$ cat src/md5bmf_pkg.sv
`default_nettype none
// ----------------------------------------------------------------------------
// md5bmf_pkg
// Types, constants and round functions shared by the md5 block match filter.
// ----------------------------------------------------------------------------
package md5bmf_pkg;

	localparam int NUM_ROUNDS     = 64;
	localparam int OUTQ_DEPTH_DEF = 4;

	localparam logic [31:0] IV_A = 32'h67452301;
	localparam logic [31:0] IV_B = 32'hefcdab89;
	localparam logic [31:0] IV_C = 32'h98badcfe;
	localparam logic [31:0] IV_D = 32'h10325476;

	// configuration register indexes
	localparam logic REG_SEARCH_LOW  = 1'b0;
	localparam logic REG_SEARCH_HIGH = 1'b1;

	typedef struct packed {
		logic [63:0] block_w0;
		logic [63:0] block_w1;
		logic [63:0] block_w2;
		logic [63:0] block_w3;
		logic [63:0] block_w4;
		logic [63:0] block_w5;
		logic [63:0] block_w6;
		logic [63:0] block_w7;
		logic [63:0] byte_keep;
		logic        end_of_stream;
	} blk_t;

	typedef struct packed {
		logic [63:0] data_0;
		logic [63:0] data_1;
		logic [63:0] data_2;
		logic [63:0] data_3;
		logic [63:0] data_4;
		logic [63:0] data_5;
		logic [63:0] data_6;
		logic [63:0] data_7;
		logic [63:0] out_keep;
		logic        out_last;
	} res_t;

	// working state handed from one round cell to the next
	typedef struct packed {
		logic         last;
		logic [63:0]  keep;
		logic [31:0]  a;
		logic [31:0]  b;
		logic [31:0]  c;
		logic [31:0]  d;
		logic [511:0] blk;
	} md5_st_t;

	// results produced by one finished block, at most two
	typedef struct packed {
		logic one;
		logic two;
		res_t r0;
		res_t r1;
	} push_t;

	function automatic res_t mk_res(input logic [511:0] blk, input logic [63:0] keep,
			input logic last);
		res_t r;
		r.data_0   = blk[63:0];
		r.data_1   = blk[127:64];
		r.data_2   = blk[191:128];
		r.data_3   = blk[255:192];
		r.data_4   = blk[319:256];
		r.data_5   = blk[383:320];
		r.data_6   = blk[447:384];
		r.data_7   = blk[511:448];
		r.out_keep = keep;
		r.out_last = last;
		return r;
	endfunction

	function automatic logic [31:0] md5_k(input logic [5:0] i);
		logic [31:0] k;
		unique case (i)
			6'd0:  k = 32'hd76aa478;
			6'd1:  k = 32'he8c7b756;
			6'd2:  k = 32'h242070db;
			6'd3:  k = 32'hc1bdceee;
			6'd4:  k = 32'hf57c0faf;
			6'd5:  k = 32'h4787c62a;
			6'd6:  k = 32'ha8304613;
			6'd7:  k = 32'hfd469501;
			6'd8:  k = 32'h698098d8;
			6'd9:  k = 32'h8b44f7af;
			6'd10: k = 32'hffff5bb1;
			6'd11: k = 32'h895cd7be;
			6'd12: k = 32'h6b901122;
			6'd13: k = 32'hfd987193;
			6'd14: k = 32'ha679438e;
			6'd15: k = 32'h49b40821;
			6'd16: k = 32'hf61e2562;
			6'd17: k = 32'hc040b340;
			6'd18: k = 32'h265e5a51;
			6'd19: k = 32'he9b6c7aa;
			6'd20: k = 32'hd62f105d;
			6'd21: k = 32'h02441453;
			6'd22: k = 32'hd8a1e681;
			6'd23: k = 32'he7d3fbc8;
			6'd24: k = 32'h21e1cde6;
			6'd25: k = 32'hc33707d6;
			6'd26: k = 32'hf4d50d87;
			6'd27: k = 32'h455a14ed;
			6'd28: k = 32'ha9e3e905;
			6'd29: k = 32'hfcefa3f8;
			6'd30: k = 32'h676f02d9;
			6'd31: k = 32'h8d2a4c8a;
			6'd32: k = 32'hfffa3942;
			6'd33: k = 32'h8771f681;
			6'd34: k = 32'h6d9d6122;
			6'd35: k = 32'hfde5380c;
			6'd36: k = 32'ha4beea44;
			6'd37: k = 32'h4bdecfa9;
			6'd38: k = 32'hf6bb4b60;
			6'd39: k = 32'hbebfbc70;
			6'd40: k = 32'h289b7ec6;
			6'd41: k = 32'heaa127fa;
			6'd42: k = 32'hd4ef3085;
			6'd43: k = 32'h04881d05;
			6'd44: k = 32'hd9d4d039;
			6'd45: k = 32'he6db99e5;
			6'd46: k = 32'h1fa27cf8;
			6'd47: k = 32'hc4ac5665;
			6'd48: k = 32'hf4292244;
			6'd49: k = 32'h432aff97;
			6'd50: k = 32'hab9423a7;
			6'd51: k = 32'hfc93a039;
			6'd52: k = 32'h655b59c3;
			6'd53: k = 32'h8f0ccc92;
			6'd54: k = 32'hffeff47d;
			6'd55: k = 32'h85845dd1;
			6'd56: k = 32'h6fa87e4f;
			6'd57: k = 32'hfe2ce6e0;
			6'd58: k = 32'ha3014314;
			6'd59: k = 32'h4e0811a1;
			6'd60: k = 32'hf7537e82;
			6'd61: k = 32'hbd3af235;
			6'd62: k = 32'h2ad7d2bb;
			default: k = 32'heb86d391;
		endcase
		return k;
	endfunction

	function automatic logic [4:0] md5_s(input logic [5:0] i);
		logic [4:0] s;
		unique case ({i[5:4], i[1:0]})
			4'd0:  s = 5'd7;
			4'd1:  s = 5'd12;
			4'd2:  s = 5'd17;
			4'd3:  s = 5'd22;
			4'd4:  s = 5'd5;
			4'd5:  s = 5'd9;
			4'd6:  s = 5'd14;
			4'd7:  s = 5'd20;
			4'd8:  s = 5'd4;
			4'd9:  s = 5'd11;
			4'd10: s = 5'd16;
			4'd11: s = 5'd23;
			4'd12: s = 5'd6;
			4'd13: s = 5'd10;
			4'd14: s = 5'd15;
			default: s = 5'd21;
		endcase
		return s;
	endfunction

	// message word index, taken mod 16
	function automatic logic [3:0] md5_g(input logic [5:0] i);
		logic [3:0] j;
		logic [3:0] g;
		j = i[3:0];
		unique case (i[5:4])
			2'd0:    g = j;
			2'd1:    g = 4'(j * 4'd5 + 4'd1);
			2'd2:    g = 4'(j * 4'd3 + 4'd5);
			default: g = 4'(j * 4'd7);
		endcase
		return g;
	endfunction

	function automatic logic [31:0] md5_f(input logic [1:0] rnd, input logic [31:0] b,
			input logic [31:0] c, input logic [31:0] d);
		logic [31:0] f;
		unique case (rnd)
			2'd0:    f = (b & c) | (~b & d);
			2'd1:    f = (d & b) | (~d & c);
			2'd2:    f = b ^ c ^ d;
			default: f = c ^ (b | ~d);
		endcase
		return f;
	endfunction

	function automatic logic [31:0] rotl32(input logic [31:0] x, input logic [4:0] s);
		return (x << s) | (x >> (6'd32 - {1'b0, s}));
	endfunction

endpackage
`default_nettype wire

$ cat src/md5bmf_outq.sv
`default_nettype none
// ----------------------------------------------------------------------------
// md5bmf_outq
// Result queue: takes up to two results a cycle, gives one a cycle.
// ----------------------------------------------------------------------------
module md5bmf_outq #(
	parameter int DEPTH = md5bmf_pkg::OUTQ_DEPTH_DEF
) (
	input  wire logic              clk,
	input  wire logic              arst_n,
	input  wire md5bmf_pkg::push_t push,
	input  wire logic              pop,
	output md5bmf_pkg::res_t       head,
	output logic                   not_empty,
	output logic                   room2,
	output logic [$clog2(DEPTH+1)-1:0] fill
);
	import md5bmf_pkg::*;

	localparam int PTR_W = $clog2(DEPTH);
	localparam int CNT_W = $clog2(DEPTH + 1);

	res_t             mem_q [DEPTH];
	logic [PTR_W-1:0] wr_q;
	logic [PTR_W-1:0] rd_q;
	logic [CNT_W-1:0] cnt_q;
	logic [PTR_W-1:0] wr_p1;
	logic [PTR_W-1:0] wr_p2;

	function automatic logic [PTR_W-1:0] ptr_inc(input logic [PTR_W-1:0] p);
		return (p == PTR_W'(DEPTH - 1)) ? '0 : p + 1'b1;
	endfunction

	assign wr_p1 = ptr_inc(wr_q);
	assign wr_p2 = ptr_inc(wr_p1);

	always_ff @(posedge clk) begin
		if (push.one) begin
			mem_q[wr_q] <= push.r0;
		end
		if (push.two) begin
			mem_q[wr_p1] <= push.r1;
		end
	end

	always_ff @(posedge clk or negedge arst_n) begin
		if (!arst_n) begin
			wr_q  <= '0;
			rd_q  <= '0;
			cnt_q <= '0;
		end else begin
			if (push.two) begin
				wr_q <= wr_p2;
			end else if (push.one) begin
				wr_q <= wr_p1;
			end
			if (pop) begin
				rd_q <= ptr_inc(rd_q);
			end
			cnt_q <= cnt_q + CNT_W'(push.one) + CNT_W'(push.two) - CNT_W'(pop);
		end
	end

	assign head      = mem_q[rd_q];
	assign not_empty = (cnt_q != '0);
	assign room2     = (cnt_q <= CNT_W'(DEPTH - 2));
	assign fill      = cnt_q;

endmodule
`default_nettype wire

$ cat config.mk
export PLATFORM = sky130hd
export DESIGN_NAME = md5bmf_outq
export DESIGN_NICKNAME = d
export VERILOG_FILES = /design/src/md5bmf_pkg.sv /design/src/md5bmf_outq.sv
export SDC_FILE = /design/constraint.sdc
export NUM_CORES = 2
export LEC_CHECK = 0
export ABC_AREA = 0
export BUFFER_PORTS_ARGS = -buffer_cell sky130_fd_sc_hd__buf_2
export CAP_MARGIN = 25
export CORE_AREA = 8 8 675 677
export DETAILED_ROUTE_END_ITERATION = 10
export DIE_AREA = 0 0 683 685
export PLACE_DENSITY = 0.48
export SYNTH_ARGS = -nofsm -noshare
export SYNTH_HDL_FRONTEND = slang
export SYNTH_SLANG_ARGS = --single-unit
$ cat constraint.sdc
create_clock -name clk -period 16.4 [get_ports clk]
set_clock_uncertainty 0.15 [all_clocks]
set_input_delay 0.82 -clock clk [delete_from_list [all_inputs] [get_ports clk]]
set_output_delay 0.82 -clock clk [all_outputs]
set_load 0.005 [all_outputs]
### Yosys cells after proc, flatten, opt, wreduce, memory -nomap -nowiden

Memories as Yosys holds them, arrays and structs flattened.
Index checks and enable logic that the tools add are counted.

* output and inout bits: 582
* bits in registers: 7
* bits in writable memories: 2308
* memories kept: 1
* memory bits (read-only): 0
* bits in latches: 0

Memory list
* mem_q: depth 4, bits a word 577, rd ports 1, clocked after memory_dff 0, write ports 2, RTL line md5bmf_outq.sv:23 `res_t mem_q [DEPTH];`

* $lt $le $gt $ge: 1
* divide/modulo/power cells: 0
* shift-type cells: 0
* reduce and logical (&&, ||, !) cells: 2
* bitwise logic cells: 0
* muxes and demuxes: 9
* $mul: 0
* equal/unequal tests: 3
* add/sub/neg operators: 6

Operators by type and width (count)
* 2-bit two-way mux: 5
* 2-bit by 1-bit adder with 2-bit output (second input constant): 3
* 3-bit by 1-bit adder with 3-bit output: 2
* 2-bit equality test (second input constant): 3
* 1-bit two-way mux: 4
* 3-bit by 2-bit less-or-equal comparator with 1-bit output (second input constant): 1
* 3-bit nonzero test: 1
* 3-bit by 1-bit subtractor with 3-bit output: 1
* 2-bit nonzero test: 1

### Longest topological paths before layout

* word-level depth: 5
* mapped depth: 7

### Worst setup path before layout

No wires, ideal clock.

* path type: input -> register
* start: input port push[1154] in the netlist's numbering
* end: memory mem_q[0][0] in the netlist's numbering (enable)
* buffers on the path: 3
* setup time: 4.086 ns
* data required time: 12.164 ns
* slack: 1.416 ns
* stages on the path: 5
* data arrival time: 10.748 ns
* cells stage by stage: buf_4 nand2_1 buf_2 buf_2 nand2_1

RTL lines
* start, declared: RTL line md5bmf_outq.sv:11 `input wire md5bmf_pkg::push_t push,`
* end, declared: RTL line md5bmf_outq.sv:23

==> metrics.txt <==
# hold bufs at CTS=392; initial antenna violation count=503; non-filler instance count after layout=14158; largest net degree at the start of global routing=116; post-CTS sizing=0; Final Hold Viols=0; placed inst area=126000 um^2; CTS Root Cell=clkbuf_16; post-route cell area=140000 um^2; synthesized cell area=112000 um^2; die width=683 um; R2R setup slack=9.89 ns; actual slew at the worst max-slew pin=1.15 ns; pwr/cell area=184 nW/um^2; post-route setup TNS=0 ns; Routed WL=468 mm; clock latency on the worst-skew pair=0.87 ns; DIE AREA=468000 um^2; RePlAce Congestion=0.862; pre-CTS setup slack=10.0 ns; first-pass GRT wire length=624 mm; DRC Markers=0; IO buf count=1740; Final period util=40.8%; CP Launch Type=register; setup ws final=9.71 ns; slowest stage cell, crit path=dfrtp_4; setup bufs post-CTS=0; RSZ-0062 raised after global routing=false; CP Cell Sequence=buf_12, buf_12, buf_4, buf_4, mux4_2, buf_2; most frequent cells in the layout=edfxtp_1 (2308), mux2_2 (2272), buf_2 (1740); Yosys cell types=23; worst-path maximum fanout=78; DPL Wire Length=336 mm; status=complete, no violations; CP Capture Type=output port; Final Setup Violations=0; syn avg cell area=19.9 um^2; Vias/cell=4.79; crit path kind=reg2out; Post-Synthesis Cells=5630; Warnings, synthesis=0; Worst-path clk slew=0.06 ns; Max-slew headroom=23.0%; max-slew violations=0; Peak Freq=150 MHz; HP Class=in2reg; first-pass detailed-route iteration total=7; Total GRT Usage=19.1%; Buf/Inv on CP=5; Data arrival, critical path=5.72 ns; core area=444000 um^2; CP top delay family=buffers and inverters; IO Pins=1741; part of the Yosys area used for sequential elements=62.1%; Routed Antenna Nets=0; Max Cap Viol=0; CTS tree=done; H-tree levels=5; Via Count=67780; layout cells sized above 1=63.7%; Final Critical Period=6.69 ns; DRT iter0 DRCs=5427; Critical Path RT=15.43 ns; initial core utilization=25.2%; syn nets=6798; Avg WL per Cell=33.0 um; post-synthesis register bit count=2315; TritonCTS buffer count=291; Worst path max stage delay=1.01 ns; total power=25.6 mW; most common cell after layout, fill and taps aside=edfxtp_1; Die Ht=685 um; worst-case clock buffer depth=4; Final nets=8947; dpl cells=13022; TritonCTS Sinks=2315; leakage power=48.7 nW; Max IR drop VDD=0.145 mV; Layout area overhead=24.8%; vias in the first global route=69925; total gr overflow=0; Rows=245
==> layer usage <==
metal	vias up	wire length [um]	global-route usage (%)
li1	28018	-	-
met1	35345	170000	21.5
met2	2926	231000	32.6
met3	1251	43800	6.95
met4	240	21600	8.14
met5	-	1600	0
==> sequential cells by signal, indices dropped and copies added, names as in the netlist <==
signal / flops
mem_q: 2308
wr_q: 2
rd_q: 2
fill: 3
==> report_power, final <==
| group | switching, mW | internal, mW |
|---|---|---|
| Clock | 2.64 | 3.56 |
| Combinational | 5.81 | 4.09 |
| Sequential | 0.447 | 9.10 |
| Total | 8.90 | 16.7 |
==> kinds of logic (layout without fill, tap and decap cells) <==
logic type               count (synthesis)  after routing  share of synthesized area (%)
multiplexers                          2888           2888                           34.9
AND/OR/NAND/NOR                         20             20                         0.0839
other                                    0            234                              0
flip-flops                            2315           2315                           62.1
AO/OA/AOI/OAI                            3              3                         0.0235
XOR/XNOR                                 1              1                        0.00783
adder cells (fa/ha/maj)                  9              9                          0.114
buffers and inverters                  394           2760                           2.78
==> final timing paths <==
check / startpoint / endpoint / cells past startpoint
worst max-delay path: rd_q[0] / head[326] / 6
worst min-delay path: push[195] / mem_q[0][195] / 2
worst max register to register: wr_q[1] / mem_q[2][365] / 10
worst min register to register: fill[0] / fill[0] / 1
max in group asynchronous: arst_n / rd_q[0] / 2
min in group asynchronous: arst_n / rd_q[1] / 2
==> Yosys cell counts <==
cell type | instances | area share [%]
edfxtp_1 | 2308 | 62
mux2_2 | 2272 | 23
mux4_2 | 577 | 12
buf_6 | 136 | 1.4
buf_4 | 126 | 0.85
buf_2 | 111 | 0.50
mux2_1 | 39 | 0.39
nand2_1 | 13 | 0.044
clkbuf_1 | 11 | 0.037
dfrtp_1 | 7 | 0.16
ha_1 | 7 | 0.078
inv_1 | 7 | 0.023
buf_1 | 3 | 0.010
nor2_1 | 3 | 0.010
fa_1 | 2 | 0.036
a21o_1 | 1 | 0.0067
nand2b_1 | 1 | 0.0056
nor2b_1 | 1 | 0.0056
o211ai_1 | 1 | 0.0067
o221a_2 | 1 | 0.010
or4b_2 | 1 | 0.0089
or4bb_1 | 1 | 0.010
xnor2_1 | 1 | 0.0078
==> through the flow <==
stage                     hold slack, ns  utilization (%)
final                              0.122             31.4
after global routing              0.0375             31.4
after CTS                      0.0000291             31.3
after detailed placement           0.448             28.4
after global placement             0.439             28.4
after floorplan                    0.374                -
==> layout make-up <==
type	count	area [um^2]
Multi-Input combinational cell	2921	39300
Inverter	7	26.3
Timing Repair Buffer	2243	13700
Fill cell	43756	305000
Sequential cell	2315	69500
Tap cell	5928	7420
Clock inverter	144	1360
Antenna cell	234	586
Clock buffer	366	7680
Note: power is estimated with default switching activity, not from simulation.
