## src/md5bmf_pkg.sv

```systemverilog
`default_nettype none
// ----------------------------------------------------------------------------
// md5bmf_pkg
// Types, constants and round functions shared by the md5 block match filter.
// ----------------------------------------------------------------------------
package md5bmf_pkg;

	localparam int NUM_ROUNDS     = 64;
	localparam int OUTQ_DEPTH_DEF = 4;

	localparam logic [31:0] IV_A = 32'h67452301;
	localparam logic [31:0] IV_B = 32'hefcdab89;
	localparam logic [31:0] IV_C = 32'h98badcfe;
	localparam logic [31:0] IV_D = 32'h10325476;

	// configuration register indexes
	localparam logic REG_SEARCH_LOW  = 1'b0;
	localparam logic REG_SEARCH_HIGH = 1'b1;

	typedef struct packed {
		logic [63:0] block_w0;
		logic [63:0] block_w1;
		logic [63:0] block_w2;
		logic [63:0] block_w3;
		logic [63:0] block_w4;
		logic [63:0] block_w5;
		logic [63:0] block_w6;
		logic [63:0] block_w7;
		logic [63:0] byte_keep;
		logic        end_of_stream;
	} blk_t;

	typedef struct packed {
		logic [63:0] data_0;
		logic [63:0] data_1;
		logic [63:0] data_2;
		logic [63:0] data_3;
		logic [63:0] data_4;
		logic [63:0] data_5;
		logic [63:0] data_6;
		logic [63:0] data_7;
		logic [63:0] out_keep;
		logic        out_last;
	} res_t;

	// working state handed from one round cell to the next
	typedef struct packed {
		logic         last;
		logic [63:0]  keep;
		logic [31:0]  a;
		logic [31:0]  b;
		logic [31:0]  c;
		logic [31:0]  d;
		logic [511:0] blk;
	} md5_st_t;

	// results produced by one finished block, at most two
	typedef struct packed {
		logic one;
		logic two;
		res_t r0;
		res_t r1;
	} push_t;

	function automatic res_t mk_res(input logic [511:0] blk, input logic [63:0] keep,
			input logic last);
		res_t r;
		r.data_0   = blk[63:0];
		r.data_1   = blk[127:64];
		r.data_2   = blk[191:128];
		r.data_3   = blk[255:192];
		r.data_4   = blk[319:256];
		r.data_5   = blk[383:320];
		r.data_6   = blk[447:384];
		r.data_7   = blk[511:448];
		r.out_keep = keep;
		r.out_last = last;
		return r;
	endfunction

	function automatic logic [31:0] md5_k(input logic [5:0] i);
		logic [31:0] k;
		unique case (i)
			6'd0:  k = 32'hd76aa478;
			6'd1:  k = 32'he8c7b756;
			6'd2:  k = 32'h242070db;
			6'd3:  k = 32'hc1bdceee;
			6'd4:  k = 32'hf57c0faf;
			6'd5:  k = 32'h4787c62a;
			6'd6:  k = 32'ha8304613;
			6'd7:  k = 32'hfd469501;
			6'd8:  k = 32'h698098d8;
			6'd9:  k = 32'h8b44f7af;
			6'd10: k = 32'hffff5bb1;
			6'd11: k = 32'h895cd7be;
			6'd12: k = 32'h6b901122;
			6'd13: k = 32'hfd987193;
			6'd14: k = 32'ha679438e;
			6'd15: k = 32'h49b40821;
			6'd16: k = 32'hf61e2562;
			6'd17: k = 32'hc040b340;
			6'd18: k = 32'h265e5a51;
			6'd19: k = 32'he9b6c7aa;
			6'd20: k = 32'hd62f105d;
			6'd21: k = 32'h02441453;
			6'd22: k = 32'hd8a1e681;
			6'd23: k = 32'he7d3fbc8;
			6'd24: k = 32'h21e1cde6;
			6'd25: k = 32'hc33707d6;
			6'd26: k = 32'hf4d50d87;
			6'd27: k = 32'h455a14ed;
			6'd28: k = 32'ha9e3e905;
			6'd29: k = 32'hfcefa3f8;
			6'd30: k = 32'h676f02d9;
			6'd31: k = 32'h8d2a4c8a;
			6'd32: k = 32'hfffa3942;
			6'd33: k = 32'h8771f681;
			6'd34: k = 32'h6d9d6122;
			6'd35: k = 32'hfde5380c;
			6'd36: k = 32'ha4beea44;
			6'd37: k = 32'h4bdecfa9;
			6'd38: k = 32'hf6bb4b60;
			6'd39: k = 32'hbebfbc70;
			6'd40: k = 32'h289b7ec6;
			6'd41: k = 32'heaa127fa;
			6'd42: k = 32'hd4ef3085;
			6'd43: k = 32'h04881d05;
			6'd44: k = 32'hd9d4d039;
			6'd45: k = 32'he6db99e5;
			6'd46: k = 32'h1fa27cf8;
			6'd47: k = 32'hc4ac5665;
			6'd48: k = 32'hf4292244;
			6'd49: k = 32'h432aff97;
			6'd50: k = 32'hab9423a7;
			6'd51: k = 32'hfc93a039;
			6'd52: k = 32'h655b59c3;
			6'd53: k = 32'h8f0ccc92;
			6'd54: k = 32'hffeff47d;
			6'd55: k = 32'h85845dd1;
			6'd56: k = 32'h6fa87e4f;
			6'd57: k = 32'hfe2ce6e0;
			6'd58: k = 32'ha3014314;
			6'd59: k = 32'h4e0811a1;
			6'd60: k = 32'hf7537e82;
			6'd61: k = 32'hbd3af235;
			6'd62: k = 32'h2ad7d2bb;
			default: k = 32'heb86d391;
		endcase
		return k;
	endfunction

	function automatic logic [4:0] md5_s(input logic [5:0] i);
		logic [4:0] s;
		unique case ({i[5:4], i[1:0]})
			4'd0:  s = 5'd7;
			4'd1:  s = 5'd12;
			4'd2:  s = 5'd17;
			4'd3:  s = 5'd22;
			4'd4:  s = 5'd5;
			4'd5:  s = 5'd9;
			4'd6:  s = 5'd14;
			4'd7:  s = 5'd20;
			4'd8:  s = 5'd4;
			4'd9:  s = 5'd11;
			4'd10: s = 5'd16;
			4'd11: s = 5'd23;
			4'd12: s = 5'd6;
			4'd13: s = 5'd10;
			4'd14: s = 5'd15;
			default: s = 5'd21;
		endcase
		return s;
	endfunction

	// message word index, taken mod 16
	function automatic logic [3:0] md5_g(input logic [5:0] i);
		logic [3:0] j;
		logic [3:0] g;
		j = i[3:0];
		unique case (i[5:4])
			2'd0:    g = j;
			2'd1:    g = 4'(j * 4'd5 + 4'd1);
			2'd2:    g = 4'(j * 4'd3 + 4'd5);
			default: g = 4'(j * 4'd7);
		endcase
		return g;
	endfunction

	function automatic logic [31:0] md5_f(input logic [1:0] rnd, input logic [31:0] b,
			input logic [31:0] c, input logic [31:0] d);
		logic [31:0] f;
		unique case (rnd)
			2'd0:    f = (b & c) | (~b & d);
			2'd1:    f = (d & b) | (~d & c);
			2'd2:    f = b ^ c ^ d;
			default: f = c ^ (b | ~d);
		endcase
		return f;
	endfunction

	function automatic logic [31:0] rotl32(input logic [31:0] x, input logic [4:0] s);
		return (x << s) | (x >> (6'd32 - {1'b0, s}));
	endfunction

endpackage
`default_nettype wire

```

## src/md5bmf_cell.sv

```systemverilog
`default_nettype none
// ----------------------------------------------------------------------------
// md5bmf_cell
// One md5 round: mixes the working words and hands them to the next cell.
// ----------------------------------------------------------------------------
module md5bmf_cell (
	input  wire logic               clk,
	input  wire logic               arst_n,
	input  wire logic               en,
	input  wire logic [5:0]         round_idx,
	input  wire logic               vld_in,
	input  wire md5bmf_pkg::md5_st_t st_in,
	output logic                    vld_out,
	output md5bmf_pkg::md5_st_t     st_out
);
	import md5bmf_pkg::*;

	logic [3:0]  g;
	logic [31:0] f;
	logic [31:0] sum;
	md5_st_t     nxt;
	logic        vld_q;
	md5_st_t     st_q;

	always_comb begin
		g        = md5_g(round_idx);
		f        = md5_f(round_idx[5:4], st_in.b, st_in.c, st_in.d);
		sum      = f + st_in.a + md5_k(round_idx) + st_in.blk[32 * g +: 32];
		nxt      = st_in;
		nxt.a    = st_in.d;
		nxt.d    = st_in.c;
		nxt.c    = st_in.b;
		nxt.b    = st_in.b + rotl32(sum, md5_s(round_idx));
	end

	always_ff @(posedge clk or negedge arst_n) begin
		if (!arst_n) begin
			vld_q <= 1'b0;
		end else if (en) begin
			vld_q <= vld_in;
		end
	end

	always_ff @(posedge clk) begin
		if (en) begin
			st_q <= nxt;
		end
	end

	assign vld_out = vld_q;
	assign st_out  = st_q;

endmodule
`default_nettype wire

```

## config.mk

```make
export PLATFORM = sky130hd
export DESIGN_NAME = md5bmf_cell
export DESIGN_NICKNAME = d
export VERILOG_FILES = /design/src/md5bmf_pkg.sv /design/src/md5bmf_cell.sv
export SDC_FILE = /design/constraint.sdc
export NUM_CORES = 2
export LEC_CHECK = 0
export BUFFER_PORTS_ARGS = -buffer_cell sky130_fd_sc_hd__buf_2
export CAP_MARGIN = 40
export CORE_AREA = 2 2 549 551
export CTS_BUF_LIST = sky130_fd_sc_hd__clkbuf_4 sky130_fd_sc_hd__clkbuf_8
export CTS_CLUSTER_DIAMETER = 30
export DETAILED_ROUTE_END_ITERATION = 10
export DIE_AREA = 0 0 551 553
export HOLD_SLACK_MARGIN = 0.12
export SLEW_MARGIN = 0
export SYNTH_ARGS = -nofsm -noshare
export SYNTH_HDL_FRONTEND = slang
export SYNTH_SLANG_ARGS = --single-unit
```

## constraint.sdc

```tcl
create_clock -name clk -period 2 [get_ports clk]
set_input_delay 0.6 -clock clk [delete_from_list [all_inputs] [get_ports clk]]
set_output_delay 0.6 -clock clk [all_outputs]
set_load 0.02 [all_outputs]
```

Word-level counts from Yosys, hierarchy flattened
Memories as Yosys holds them, arrays and structs flattened.
Cells that the tools add are included.
Word-level totals
  register bits: 706
  bits of input ports: 715
  memories: 2
  bits in read-only memories: 2128
Cells by class
  bitwise gates (word level): 13
  add/subtract/negate cells: 7
  multipliers: 3
  mux-type cells: 2
  shift operators: 3
  reduce and logical (&&, ||, !) cells: 1
  equality and inequality tests: 2
Memory list
  (no name shown): words 64, width 32, read ports 1, clocked after memory_dff 0, write ports 0, RTL line md5bmf_pkg.sv:83  | unique case (i)
  (no name shown): words 16, width 5, read ports 1, clocked after memory_dff 0, write ports 0, RTL line md5bmf_pkg.sv:154  | unique case ({i[5:4], i[1:0]})
Operators by type and width (number)
  $shiftx 512x10->32: 1
  $add 32x32->32: 4
  $and 32x32->32: 4
  $or 32x32->32: 4
  $pmux 32 s3: 1
  $xor 32x32->32: 3
  $not 32->32: 2
  $shl 32x5->32: 1
  $shr 32x6->32: 1
  $pmux 4 s3: 1
  $mul 4x3->4 const B: 2
  $sub 6x5->6 const A: 1
  $add 4x1->4 const B: 1
  $add 4x3->4 const B: 1
  $mul 4x2->4 const B: 1
  $eq 2x1->1 const B: 1
  $eq 2x2->1 const B: 1
  $logic_not 2->1: 1

Longest topological paths before layout
  depth after elaboration: 10
  gate-level depth with buffers: 44

Worst setup path before layout
Ideal clock, no wire load.
  path kind: input to register
  start point: in round_idx[2]
  end point: reg st_q (netlist bit st_out[602]), data pin
  data required time: 1736 ps
  data arrival time: 9388 ps
  setup time: 264 ps
  cell stages on the path: 43
  path slack: -7652 ps
  buffers on the path: 4
  cell sequence: buf_2 > clkinv_1 > clkbuf_1 > ha_1 > fa_1 > xnor2_1 > xnor2_1 > a22oi_1 > o21ai_1 > xnor2_1 > clkbuf_1 > nor2_1 > a21oi_1 > fa_1 > inv_1 > ha_1 > inv_1 > fa_1 > [7 not listed] > a21oi_1 > xnor2_1 > o21ai_0 > o22ai_1 > o211ai_1 > ha_1 > fa_1 > a21o_1 > a21oi_1 > o21bai_1 > a21oi_1 > o21bai_1 > a211oi_1 > or2_2 > o21ai_0 > or2_2 > a211oi_1 > a21oi_1
RTL lines
  from (decl): RTL line md5bmf_cell.sv:10  | input wire logic [5:0] round_idx,
  to (signal assigned): RTL line md5bmf_cell.sv:46  | st_q <= nxt;
  to (decl): RTL line md5bmf_cell.sv:23  | md5_st_t st_q;

==> results_dict.tcl <==
set metrics [dict create \
    ys_types 80 \
    port_buffers 1420 \
    yosysSeqAreaShare 0.544 \
    drtIter0Drc 5132 \
    synth_top_area_frac 0.543 \
    cts_tree "done" \
    cts_made_buffers 215 \
    crit_type "input port to register" \
    clockBufferDepth 4 \
    async_flop_share 0.00142 \
    antenna_left 0 \
    drc 0 \
    syn_nets 3985 \
    gr-total-overflow 0 \
    nFillCells 31700 \
    cp-start-kind "input port" \
    yosys.area.top_type "edfxtp_1" \
    arrival_ns 8.82 \
    grt_pass1_wl_mm 481 \
    dr.pass1.iters 6 \
    dr_total_vias 46700 \
    violations "setup timing" \
    fmax_ghz 0.123 \
    ir_drop_mv 1.04 \
    critPathMaxStageDelay_ns 0.65 \
    ys_top_cells_by_count "705 x edfxtp_1, 224 x nor2_1, 221 x a21oi_1" \
    synth.area.top_cells "edfxtp_1 54%, mux4_2 8.4%, fa_1 3.3%, a21oi_1 2.8%, ha_1 2.7%" \
    setup_tns_ns -283.52 \
    slew_headroom 0.377 \
    areaGrowthSynthToFinish_pct 104 \
    die_h_um 553 \
    yosys_most_used_dff "edfxtp_1" \
    clock-sinks 706 \
    worstSetupEndpointType "register" \
    syn_inst 3121 \
    place.gp.congestion 1.07 \
    cap_violations 0 \
    worst_pin_slew_ns 0.929 \
    drive_above_1_share 0.536 \
    yosys.cell_count.top_type "edfxtp_1" \
    first_global_vias 44800 \
    core_um2 299000 \
    hpwl_mm 330 \
    hold_class "input port to async pin" \
    power.leakage_nw 33.2 \
    viasPerCell 4.28 \
    syn_area_per_cell_um2 12.5 \
    rsz0062_at_grt "true" \
    synth_warnings 0 \
    clock-root-buffer "clkbuf_8" \
    ys_seq_elements 706 \
    synth_edf_count 705 \
    io_pins 1421 \
    required_ns 2.70 \
    worstPathMaxFanout 7 \
    fin_crit_ns 8.12 \
    powerDensity_nw_per_um2 1490 \
    syn_area_um2 39000 \
    fin_cells 10900 \
    drt-total-wl_mm 388 \
    status "complete, but fails checks" \
    die_x_um 551 \
    antenna_found_initial 296 \
    finalHoldViolations 0 \
    fin_worst_skew_ns 0 \
    clock_latency_ns 0.95 \
    start_util 0.131 \
    core.rowCount 201 \
    place_inst 9625 \
    fin_crit_sh 4.06 \
    crit_slowest_cell "mux4_4" \
    worst_slack_ns -6.12 \
    nets 7463 \
    setup_viol 738 \
    cts-htree-levels 4 \
    wire_per_inst_um 35.5 \
    grt_start_max_net_pins 75 \
    die_area_um2 305000 \
    clkTransAtPathRegs_ns 0.05 \
    grt_use_total 0.244 \
    slew_viol_final 0 \
]
-- layout by cell type (no fill, tap or decap), types with 34 or more instances in the layout --
master / count
nor2_1: 203
buf_6: 646
diode_2: 176
mux2i_1: 53
a211oi_1: 70
buf_12: 67
nand3_1: 52
fa_1: 61
mux4_2: 145
a21o_1: 38
a31oi_1: 59
edfxtp_1: 705
buf_4: 1279
dlygate4sd3_1: 668
mux2_2: 34
or2_2: 41
buf_2: 781
clkinv_1: 55
a21oi_2: 45
xnor2_1: 62
o211ai_1: 61
a21oi_1: 160
o21ai_0: 179
ha_1: 64
inv_1: 140
clkbuf_8: 216
nand2_1: 205
nor3_1: 38
-- cell type report --
cell class              instances  area [um^2]  share of cell area
flip-flops and latches        706        21200               0.267
repair buffers               3452        29000               0.366
multi-input cells            2070        18300               0.230
well taps                    3958         4950              0.0624
clock buffers                 240         3150              0.0397
diodes                        176          440             0.00555
clock inverters               158         1770              0.0223
inverters                     154          603             0.00759
-- final timing paths --
kind | from | end | slack [ns] | depth (start not counted)
hold reg to reg | vld_out | vld_out | 0.54 | 1
hold / removal | arst_n | vld_out | 0.22 | 2
setup reg to reg | vld_out | vld_out | 1.24 | 1
setup / recovery | round_idx[0] | st_out[604] | -6.12 | 42
max in group asynchronous | arst_n | vld_out | 1.69 | 2
min in group clk | st_in[585] | st_out[553] | 0.23 | 2
-- layer usage --
layer / part of all wire / vias to the layer above / wire length [um] / global-route usage
li1: - / 19400 / - / -
met1: 0.37 / 23100 / 145000 / 0.283
met2: 0.42 / 3107 / 162000 / 0.357
met3: 0.13 / 937 / 50200 / 0.117
met4: 0.075 / 102 / 29300 / 0.153
met5: 0.0017 / - / 651 / 0
-- critical path: cells and delay by family --
family	cells	cell delay, ns
and+or+nand+nor	4	0.73
buffers and inverters	11	1.04
muxes	3	1.44
AOI/OAI and AO/OA	16	2.71
xor gates and xnor gates	2	0.19
adders and majority gates	6	1.99
-- cell families after synthesis --
logic type               share of synthesized area
flip-flops                                   0.544
buffers and inverters                       0.0338
XOR/XNOR                                    0.0236
AO/OA/AOI/OAI                                0.149
multiplexers                                 0.113
AND/OR/NAND/NOR                             0.0773
adder cells (fa/ha/maj)                     0.0603
-- through the flow --
stage / setup WS, ns / utilization / power [mW] / instance area, um^2 / hold slack (ns)
6_report: -6.12 / 0.266 / 118 / 79400 / 0.219
2_1_floorplan: -6.42 / - / 47.8 / 39400 / 0.304
5_1_grt: -6.35 / 0.265 / 124 / 79300 / 0.184
3_3_place_gp: -7.82 / 0.205 / 81.4 / 61300 / 0.399
4_1_cts: -6.06 / 0.260 / 114 / 77800 / 0.138
3_5_place_dp: -7.83 / 0.205 / 81.0 / 61300 / 0.398
-- repair_timing --
action	in CTS	in global routing
hold buffers	668	0
endpoints found under the hold margin	748	0
setup endpoints to repair	738	738
setup buffers	27	31
pin swaps	82	87
resized for setup	1396	194
gates cloned	2	3
-- registers in the layout, indices dropped and copies added (netlist names) --
name and count:
vld_out 1, st_out 705
-- power breakdown --
part | total (mW) | internal (mW) | switching, mW
Sequential | 19.4 | 18.5 | 0.865
Clock | 24.5 | 15.0 | 9.54
Combinational | 74.6 | 35.1 | 39.5
No activity file was read; power rests on OpenSTA's default activity.
