`src/md5bmf_pkg.sv`:
```
`default_nettype none
// ----------------------------------------------------------------------------
// md5bmf_pkg
// Types, constants and round functions shared by the md5 block match filter.
// ----------------------------------------------------------------------------
package md5bmf_pkg;

	localparam int NUM_ROUNDS     = 64;
	localparam int OUTQ_DEPTH_DEF = 4;

	localparam logic [31:0] IV_A = 32'h67452301;
	localparam logic [31:0] IV_B = 32'hefcdab89;
	localparam logic [31:0] IV_C = 32'h98badcfe;
	localparam logic [31:0] IV_D = 32'h10325476;

	// configuration register indexes
	localparam logic REG_SEARCH_LOW  = 1'b0;
	localparam logic REG_SEARCH_HIGH = 1'b1;

	typedef struct packed {
		logic [63:0] block_w0;
		logic [63:0] block_w1;
		logic [63:0] block_w2;
		logic [63:0] block_w3;
		logic [63:0] block_w4;
		logic [63:0] block_w5;
		logic [63:0] block_w6;
		logic [63:0] block_w7;
		logic [63:0] byte_keep;
		logic        end_of_stream;
	} blk_t;

	typedef struct packed {
		logic [63:0] data_0;
		logic [63:0] data_1;
		logic [63:0] data_2;
		logic [63:0] data_3;
		logic [63:0] data_4;
		logic [63:0] data_5;
		logic [63:0] data_6;
		logic [63:0] data_7;
		logic [63:0] out_keep;
		logic        out_last;
	} res_t;

	// working state handed from one round cell to the next
	typedef struct packed {
		logic         last;
		logic [63:0]  keep;
		logic [31:0]  a;
		logic [31:0]  b;
		logic [31:0]  c;
		logic [31:0]  d;
		logic [511:0] blk;
	} md5_st_t;

	// results produced by one finished block, at most two
	typedef struct packed {
		logic one;
		logic two;
		res_t r0;
		res_t r1;
	} push_t;

	function automatic res_t mk_res(input logic [511:0] blk, input logic [63:0] keep,
			input logic last);
		res_t r;
		r.data_0   = blk[63:0];
		r.data_1   = blk[127:64];
		r.data_2   = blk[191:128];
		r.data_3   = blk[255:192];
		r.data_4   = blk[319:256];
		r.data_5   = blk[383:320];
		r.data_6   = blk[447:384];
		r.data_7   = blk[511:448];
		r.out_keep = keep;
		r.out_last = last;
		return r;
	endfunction

	function automatic logic [31:0] md5_k(input logic [5:0] i);
		logic [31:0] k;
		unique case (i)
			6'd0:  k = 32'hd76aa478;
			6'd1:  k = 32'he8c7b756;
			6'd2:  k = 32'h242070db;
			6'd3:  k = 32'hc1bdceee;
			6'd4:  k = 32'hf57c0faf;
			6'd5:  k = 32'h4787c62a;
			6'd6:  k = 32'ha8304613;
			6'd7:  k = 32'hfd469501;
			6'd8:  k = 32'h698098d8;
			6'd9:  k = 32'h8b44f7af;
			6'd10: k = 32'hffff5bb1;
			6'd11: k = 32'h895cd7be;
			6'd12: k = 32'h6b901122;
			6'd13: k = 32'hfd987193;
			6'd14: k = 32'ha679438e;
			6'd15: k = 32'h49b40821;
			6'd16: k = 32'hf61e2562;
			6'd17: k = 32'hc040b340;
			6'd18: k = 32'h265e5a51;
			6'd19: k = 32'he9b6c7aa;
			6'd20: k = 32'hd62f105d;
			6'd21: k = 32'h02441453;
			6'd22: k = 32'hd8a1e681;
			6'd23: k = 32'he7d3fbc8;
			6'd24: k = 32'h21e1cde6;
			6'd25: k = 32'hc33707d6;
			6'd26: k = 32'hf4d50d87;
			6'd27: k = 32'h455a14ed;
			6'd28: k = 32'ha9e3e905;
			6'd29: k = 32'hfcefa3f8;
			6'd30: k = 32'h676f02d9;
			6'd31: k = 32'h8d2a4c8a;
			6'd32: k = 32'hfffa3942;
			6'd33: k = 32'h8771f681;
			6'd34: k = 32'h6d9d6122;
			6'd35: k = 32'hfde5380c;
			6'd36: k = 32'ha4beea44;
			6'd37: k = 32'h4bdecfa9;
			6'd38: k = 32'hf6bb4b60;
			6'd39: k = 32'hbebfbc70;
			6'd40: k = 32'h289b7ec6;
			6'd41: k = 32'heaa127fa;
			6'd42: k = 32'hd4ef3085;
			6'd43: k = 32'h04881d05;
			6'd44: k = 32'hd9d4d039;
			6'd45: k = 32'he6db99e5;
			6'd46: k = 32'h1fa27cf8;
			6'd47: k = 32'hc4ac5665;
			6'd48: k = 32'hf4292244;
			6'd49: k = 32'h432aff97;
			6'd50: k = 32'hab9423a7;
			6'd51: k = 32'hfc93a039;
			6'd52: k = 32'h655b59c3;
			6'd53: k = 32'h8f0ccc92;
			6'd54: k = 32'hffeff47d;
			6'd55: k = 32'h85845dd1;
			6'd56: k = 32'h6fa87e4f;
			6'd57: k = 32'hfe2ce6e0;
			6'd58: k = 32'ha3014314;
			6'd59: k = 32'h4e0811a1;
			6'd60: k = 32'hf7537e82;
			6'd61: k = 32'hbd3af235;
			6'd62: k = 32'h2ad7d2bb;
			default: k = 32'heb86d391;
		endcase
		return k;
	endfunction

	function automatic logic [4:0] md5_s(input logic [5:0] i);
		logic [4:0] s;
		unique case ({i[5:4], i[1:0]})
			4'd0:  s = 5'd7;
			4'd1:  s = 5'd12;
			4'd2:  s = 5'd17;
			4'd3:  s = 5'd22;
			4'd4:  s = 5'd5;
			4'd5:  s = 5'd9;
			4'd6:  s = 5'd14;
			4'd7:  s = 5'd20;
			4'd8:  s = 5'd4;
			4'd9:  s = 5'd11;
			4'd10: s = 5'd16;
			4'd11: s = 5'd23;
			4'd12: s = 5'd6;
			4'd13: s = 5'd10;
			4'd14: s = 5'd15;
			default: s = 5'd21;
		endcase
		return s;
	endfunction

	// message word index, taken mod 16
	function automatic logic [3:0] md5_g(input logic [5:0] i);
		logic [3:0] j;
		logic [3:0] g;
		j = i[3:0];
		unique case (i[5:4])
			2'd0:    g = j;
			2'd1:    g = 4'(j * 4'd5 + 4'd1);
			2'd2:    g = 4'(j * 4'd3 + 4'd5);
			default: g = 4'(j * 4'd7);
		endcase
		return g;
	endfunction

	function automatic logic [31:0] md5_f(input logic [1:0] rnd, input logic [31:0] b,
			input logic [31:0] c, input logic [31:0] d);
		logic [31:0] f;
		unique case (rnd)
			2'd0:    f = (b & c) | (~b & d);
			2'd1:    f = (d & b) | (~d & c);
			2'd2:    f = b ^ c ^ d;
			default: f = c ^ (b | ~d);
		endcase
		return f;
	endfunction

	function automatic logic [31:0] rotl32(input logic [31:0] x, input logic [4:0] s);
		return (x << s) | (x >> (6'd32 - {1'b0, s}));
	endfunction

endpackage
`default_nettype wire

```
`src/md5bmf_filter.sv`:
```
`default_nettype none
// ----------------------------------------------------------------------------
// md5bmf_filter
// Final digest add, compare with the search hash and hold of the last match.
// ----------------------------------------------------------------------------
module md5bmf_filter (
	input  wire logic                clk,
	input  wire logic                arst_n,
	input  wire logic                take,
	input  wire md5bmf_pkg::md5_st_t st,
	input  wire logic [63:0]         search_lo,
	input  wire logic [63:0]         search_hi,
	output md5bmf_pkg::push_t        push
);
	import md5bmf_pkg::*;

	logic         held_valid_q;
	logic [511:0] held_blk_q;
	logic [63:0]  held_keep_q;

	logic [31:0] a_f, b_f, c_f, d_f;
	logic        match;
	logic        displace;
	res_t        final_r;
	res_t        held_r;

	always_comb begin
		a_f      = IV_A + st.a;
		b_f      = IV_B + st.b;
		c_f      = IV_C + st.c;
		d_f      = IV_D + st.d;
		match    = ({b_f, a_f} == search_lo) && ({d_f, c_f} == search_hi);
		displace = match && held_valid_q;
		held_r   = mk_res(held_blk_q, held_keep_q, 1'b0);
		priority if (match) begin
			final_r = mk_res(st.blk, st.keep, 1'b1);
		end else if (held_valid_q) begin
			final_r = mk_res(held_blk_q, held_keep_q, 1'b1);
		end else begin
			// empty stream result
			final_r = mk_res('0, 64'd1, 1'b1);
		end
		push.one = take && (displace || st.last);
		push.two = take && displace && st.last;
		push.r0  = displace ? held_r : final_r;
		push.r1  = final_r;
	end

	always_ff @(posedge clk or negedge arst_n) begin
		if (!arst_n) begin
			held_valid_q <= 1'b0;
		end else if (take) begin
			held_valid_q <= !st.last && (held_valid_q || match);
		end
	end

	always_ff @(posedge clk) begin
		if (take && match) begin
			held_blk_q  <= st.blk;
			held_keep_q <= st.keep;
		end
	end

endmodule
`default_nettype wire

```
`config.mk`:
```
export PLATFORM = sky130hd
export DESIGN_NAME = md5bmf_filter
export DESIGN_NICKNAME = d
export VERILOG_FILES = /design/src/md5bmf_pkg.sv /design/src/md5bmf_filter.sv
export SDC_FILE = /design/constraint.sdc
export NUM_CORES = 2
export LEC_CHECK = 0
export BUFFER_PORTS_ARGS = -buffer_cell sky130_fd_sc_hd__buf_4
export CORE_AREA = 3 3 781 783
export CTS_CLUSTER_SIZE = 28
export DETAILED_ROUTE_END_ITERATION = 7
export DIE_AREA = 0 0 784 786
export PLACE_DENSITY = 0.3
export SLEW_MARGIN = 15
export SYNTH_ARGS = -nofsm -noshare
export SYNTH_HDL_FRONTEND = slang
export SYNTH_SLANG_ARGS = --single-unit
```
`constraint.sdc`:
```
create_clock -name clk -period 12.1 [get_ports clk]
set_input_delay 1.21 -clock clk [delete_from_list [all_inputs] [get_ports clk]]
set_output_delay 1.21 -clock clk [all_outputs]
set_load 0.02 [all_outputs]
```
# --- Yosys cells after proc, flatten, opt, wreduce, memory -nomap -nowiden ---
# Index checks and enable logic that the tools add are counted.
word_totals:
  output_inout_bits: 1156
  inputBits: 836
  wordCells: 22
  ff_bits: 577
classes:
  n_reduce_logical: 10
  n_eq_ne: 2
  n_addsub: 4
  mux: 3
ops:
  columns: ["cell", "count"]
  rows:
  - ["577-bit 2-to-1 mux", 3]
  - ["64-bit equality test", 2]
  - ["32-bit adder, first input constant", 2]
  - ["29-bit by 32-bit adder with 32-bit output, first input constant", 1]
  - ["31-bit by 32-bit adder with 32-bit output, first input constant", 1]
  - ["1-bit logical AND", 7]
  - ["1-bit logical OR", 2]
  - ["1-bit zero test", 1]

# --- Longest topological paths before layout ---
depth:
  depth_word: 6
  ltp_mapped: 16
  mapped_depth_nobuf: 11

# --- Least setup slack after synthesis ---
# Ideal clock, no wire load.
synth_timing:
  kind: "in2reg"
  from: "input st[516] in the netlist's numbering"
  to: "register held_blk_q[0], enable pin"
  t_required_ps: 9878
  stages: 9
  t_arrival_ps: 42552
  n_path_buf: 0
  setup_slack_ps: -32674
  setup_ps: 2222
  path_cell_list: "nor3_2 -> a21oi_1 -> xnor2_1 -> or4_1 -> or3_1 -> or4_1 -> nor4_1 -> nand4_1 -> nor3_1"
synth_between:
  elab_chain_cells: 4
synth_lines:
  columns: ["element", "line_no", "text"]
  rows:
  - ["from (decl)", "md5bmf_filter.sv:10", "input wire md5bmf_pkg::md5_st_t st,"]
  - ["29-bit by 32-bit adder with 32-bit output", "md5bmf_filter.sv:31", "d_f = IV_D + st.d;"]
  - ["64-bit equality test", "md5bmf_filter.sv:32", "match = ({b_f, a_f} == search_lo) && ({d_f, c_f} == search_hi);"]
  - ["1-bit logical AND", "md5bmf_filter.sv:32", null]
  - ["1-bit logical AND", "md5bmf_filter.sv:58", "if (take && match) begin"]
  - ["to (signal assigned)", "md5bmf_filter.sv:59", "held_blk_q <= st.blk;"]
  - ["to (decl)", "md5bmf_filter.sv:18", "logic [511:0] held_blk_q;"]
# Every way passes these cells.
# A chain may end at the register's enable or synchronous reset.

==> impl_metrics.toml <==
[critical_path]
r2r-end = "held_valid_q"
crit_chain = "buf_4, ha_1, nand3_1, nor2_1, xnor2_1, or4_1, or4_1, or4_1, nor4_1, nand4_1, buf_12, buf_12, buf_12, o21bai_1, buf_4"
setup.worst_path.start_class = "primary input"
critPathArrivalTime_ps = 8380
crit_type = "primary input to output port"
crit_slowest_cell = "o21bai_1"
r2r_slack_ps = 10990
crit_family = "simple AND/OR/NAND/NOR gates"
cp.required_ps = 10890
reg2reg_depth = 2
rr_startpoint = "held_valid_q"
critPathCaptureType = "output port"
cpPeakStageDelay_ps = 910
crit_fanout = 151
worst-path-buf-inv = 5

[clocking]
cts_tree = "built"
htreeDepth = 3
cts.sink_count = 577
cts_buffers = 99
post_cts_buffers = 0
clockBufferDepth = 4
worstSkewPairLatency_ps = 840
root_buffer = "clkbuf_16"
clkTransAtPathRegs_ps = 70

[power]
switchingPower_mw = 1.739
power.leakage_nw = 29.66
p_clk_frac = 0.497
p_sw_frac = 0.2935
seqPwrFrac = 0.371
combPwrFrac = 0.132
p_int_mw = 4.185
powerDensity_nw_per_um2 = 81.77
vdd_drop_max_mv = 0.1193

[flow_run]
drv_cap = 0

[detailed_routing]
num_vias = 44160
wl_per_cell_um = 33.02
route.antenna.remaining_nets = 0
viasPerCell = 3.109
wl_um = 469100
drc_errors = 0
drt-pass1-iter-count = 7
initialDrtViolationCount = 3847

[cells_and_area]
nets = 6852
fin_util = 0.1202
area_delta_synth_final_pct = 59.22
drive_above_1_share = 0.4576
final.fill_count = 69290
fin_area_um2 = 72440

[sta]
clock.fmax_ghz = 0.1043
finalSetupTns_ps = 0
relSlewSlack = 0.1074
setup_violations = 0
skew_ps = 0
whs_ps = 506.4
slew_viol_final = 0
tightest_slew_ps = 1339
final_hold_viol_count = 0
period_share = 0.7927
rsz0062_at_grt = "no"
fin_crit_ps = 9592

[synth]
synth-edff-count = 576
synth_ff_type = "edfxtp_1"
synth_cell_types = 86
synth-seq-cells = 577
netlist.area_leader.share = 0.3802
seq_area_frac_synth = 0.3807
yosysTopAreaCell = "edfxtp_1"
synthArstFlopShare = 0.001733
ys_warn_count = 0
avgSynthCellArea_um2 = 10.88
synth_area_um2 = 45500
synthTopCellsByArea = "edfxtp_1, mux2_4, o21bai_1, nand2b_1, and2_1"
synth.net_count = 5020
synthCells = 4180

[hold_path]
worstHoldStart = "st[251]"
hold_path_depth = 1
hold_class = "primary input to register"
hold_path_end = "held_blk_q[251]"

[die]
num_rows = 285
fp.dieH_um = 786
io_pins = 1992
start_util = 0.07550
core_area_um2 = 602600
dieArea_um2 = 616200
die_w_um = 784

[run_status]
status = "finished clean"

[placed_design]
place_congestion = 0.9358
portBuffers = 1990
placed_area_um2 = 69140
hpwl_um = 409300

[grt]
grt_overflow = 0
gr-usage-all-layers = 0.1443
grt_max_degree = 197
grt_pass1_wl_um = 563100
antenna_found_initial = 309
grt_pass1_vias = 42110
-- worst register-to-register path: stages, from the launching register on --
cell     delay (ps)
dfrtp_4         800
nand2_1         110
o31ai_1         100
-- worst max path at each step --
stage | slack (ps) | startpoint | end | cells after the start
CTS | 2950 | st[608] | push[904] | 15
floorplan | -5360 | st[518] | held_blk_q[0] | 9
finish | 2510 | st[608] | push[904] | 15
global placement | 2870 | st[608] | push[904] | 15
detailed placement | 2950 | st[608] | push[904] | 15
global route | 2610 | st[608] | push[904] | 15
-- layout by cell type (no fill, tap or decap), types with 9 or more instances in the layout --
master and n:
buf_4 2024, nand2b_1 588, and2_1 587, o21bai_1 578, edfxtp_1 576, mux2_4 425
mux2_2 154, xnor2_1 110, clkbuf_16 99, nand2_1 88, diode_2 82, nor2_1 69
xor2_1 61, nand3_1 56, o21ai_0 49, a21oi_1 47, nor3_1 43, nand4_1 38
clkbuf_1 32, nor4_1 31, o211ai_1 22, and3_1 20, inv_1 19, or4_1 18
a211oi_1 18, a31oi_1 17, or3_1 16, nor2b_1 14, o2111ai_1 14, clkinv_1 14
buf_12 14, nand4b_1 12, clkinv_2 12, o21a_1 11, mux2i_1 10, a311oi_1 10
or2_2 9, a2111oi_0 9, o31ai_1 9
-- through the flow --
| step | instances | setup slack [ps] | total power [mW] |
|---|---|---|---|
| floorplan | 4180 | -5357 | 2.495 |
| global route | 14170 | 2605 | 6.187 |
| finish | 14210 | 2508 | 5.924 |
| CTS | 14120 | 2945 | 6.117 |
| global placement | 13950 | 2868 | 3.014 |
| detailed placement | 13950 | 2950 | 3.009 |
-- cell type report --
cell class              count  area (um2)  area share
diodes                     82       205.2    0.002833
clock buffers             131        2597     0.03586
clock inverters            46       494.2    0.006822
inverters                  21       78.83    0.001088
multi-input cells        3274       26200      0.3617
flip-flops and latches    577       17330      0.2392
well taps                8036       10050      0.1388
repair buffers           2039       15480      0.2138
-- sequential cells by signal (all words and copies together) (netlist names) --
name and flops:
held_blk_q 512, held_keep_q 64, held_valid_q 1
-- what timing repair did --
item                                   CTS  global route
endpoints found under the hold margin    1             0
hold buffers                             1             0
gates resized for setup                  0             0
-- cell families after synthesis --
kind of cell / share of synthesized area
adders and majority gates: 0.001100
xor gates and xnor gates: 0.03352
buffers and inverters: 0.04568
and+or+nand+nor: 0.2185
DFF: 0.3807
other: 0.00008242
AOI/OAI and AO/OA: 0.1399
muxes: 0.1806
-- Yosys cell counts (all sizes together) (56+ instances only) --
cell	n
nand2	88
buf	129
xnor2	110
nor2	69
o21bai	578
o21ai	57
clkbuf	179
nand3	56
and2	588
nand2b	588
xor2	62
mux2	579
edfxtp	576
-- routing by layer --
layer	up-vias	share of wire	track usage
met4	96	0.041	0.05382
li1	18900	-	-
met2	2291	0.46	0.2335
met3	617	0.095	0.05762
met1	22250	0.40	0.1711
met5	-	0.0016	0.002463
-- power by group through the flow --
stage / clock network [mW] / logic (mW) / registers [mW]
4_1_cts: 3.15 / 0.772 / 2.20
5_1_grt: 3.16 / 0.828 / 2.20
3_3_place_gp: 0 / 0.774 / 2.24
3_5_place_dp: 0 / 0.769 / 2.24
6_report: 2.95 / 0.779 / 2.20
2_1_floorplan: 0 / 0.255 / 2.24
Note: power is estimated with default switching activity, not from simulation.
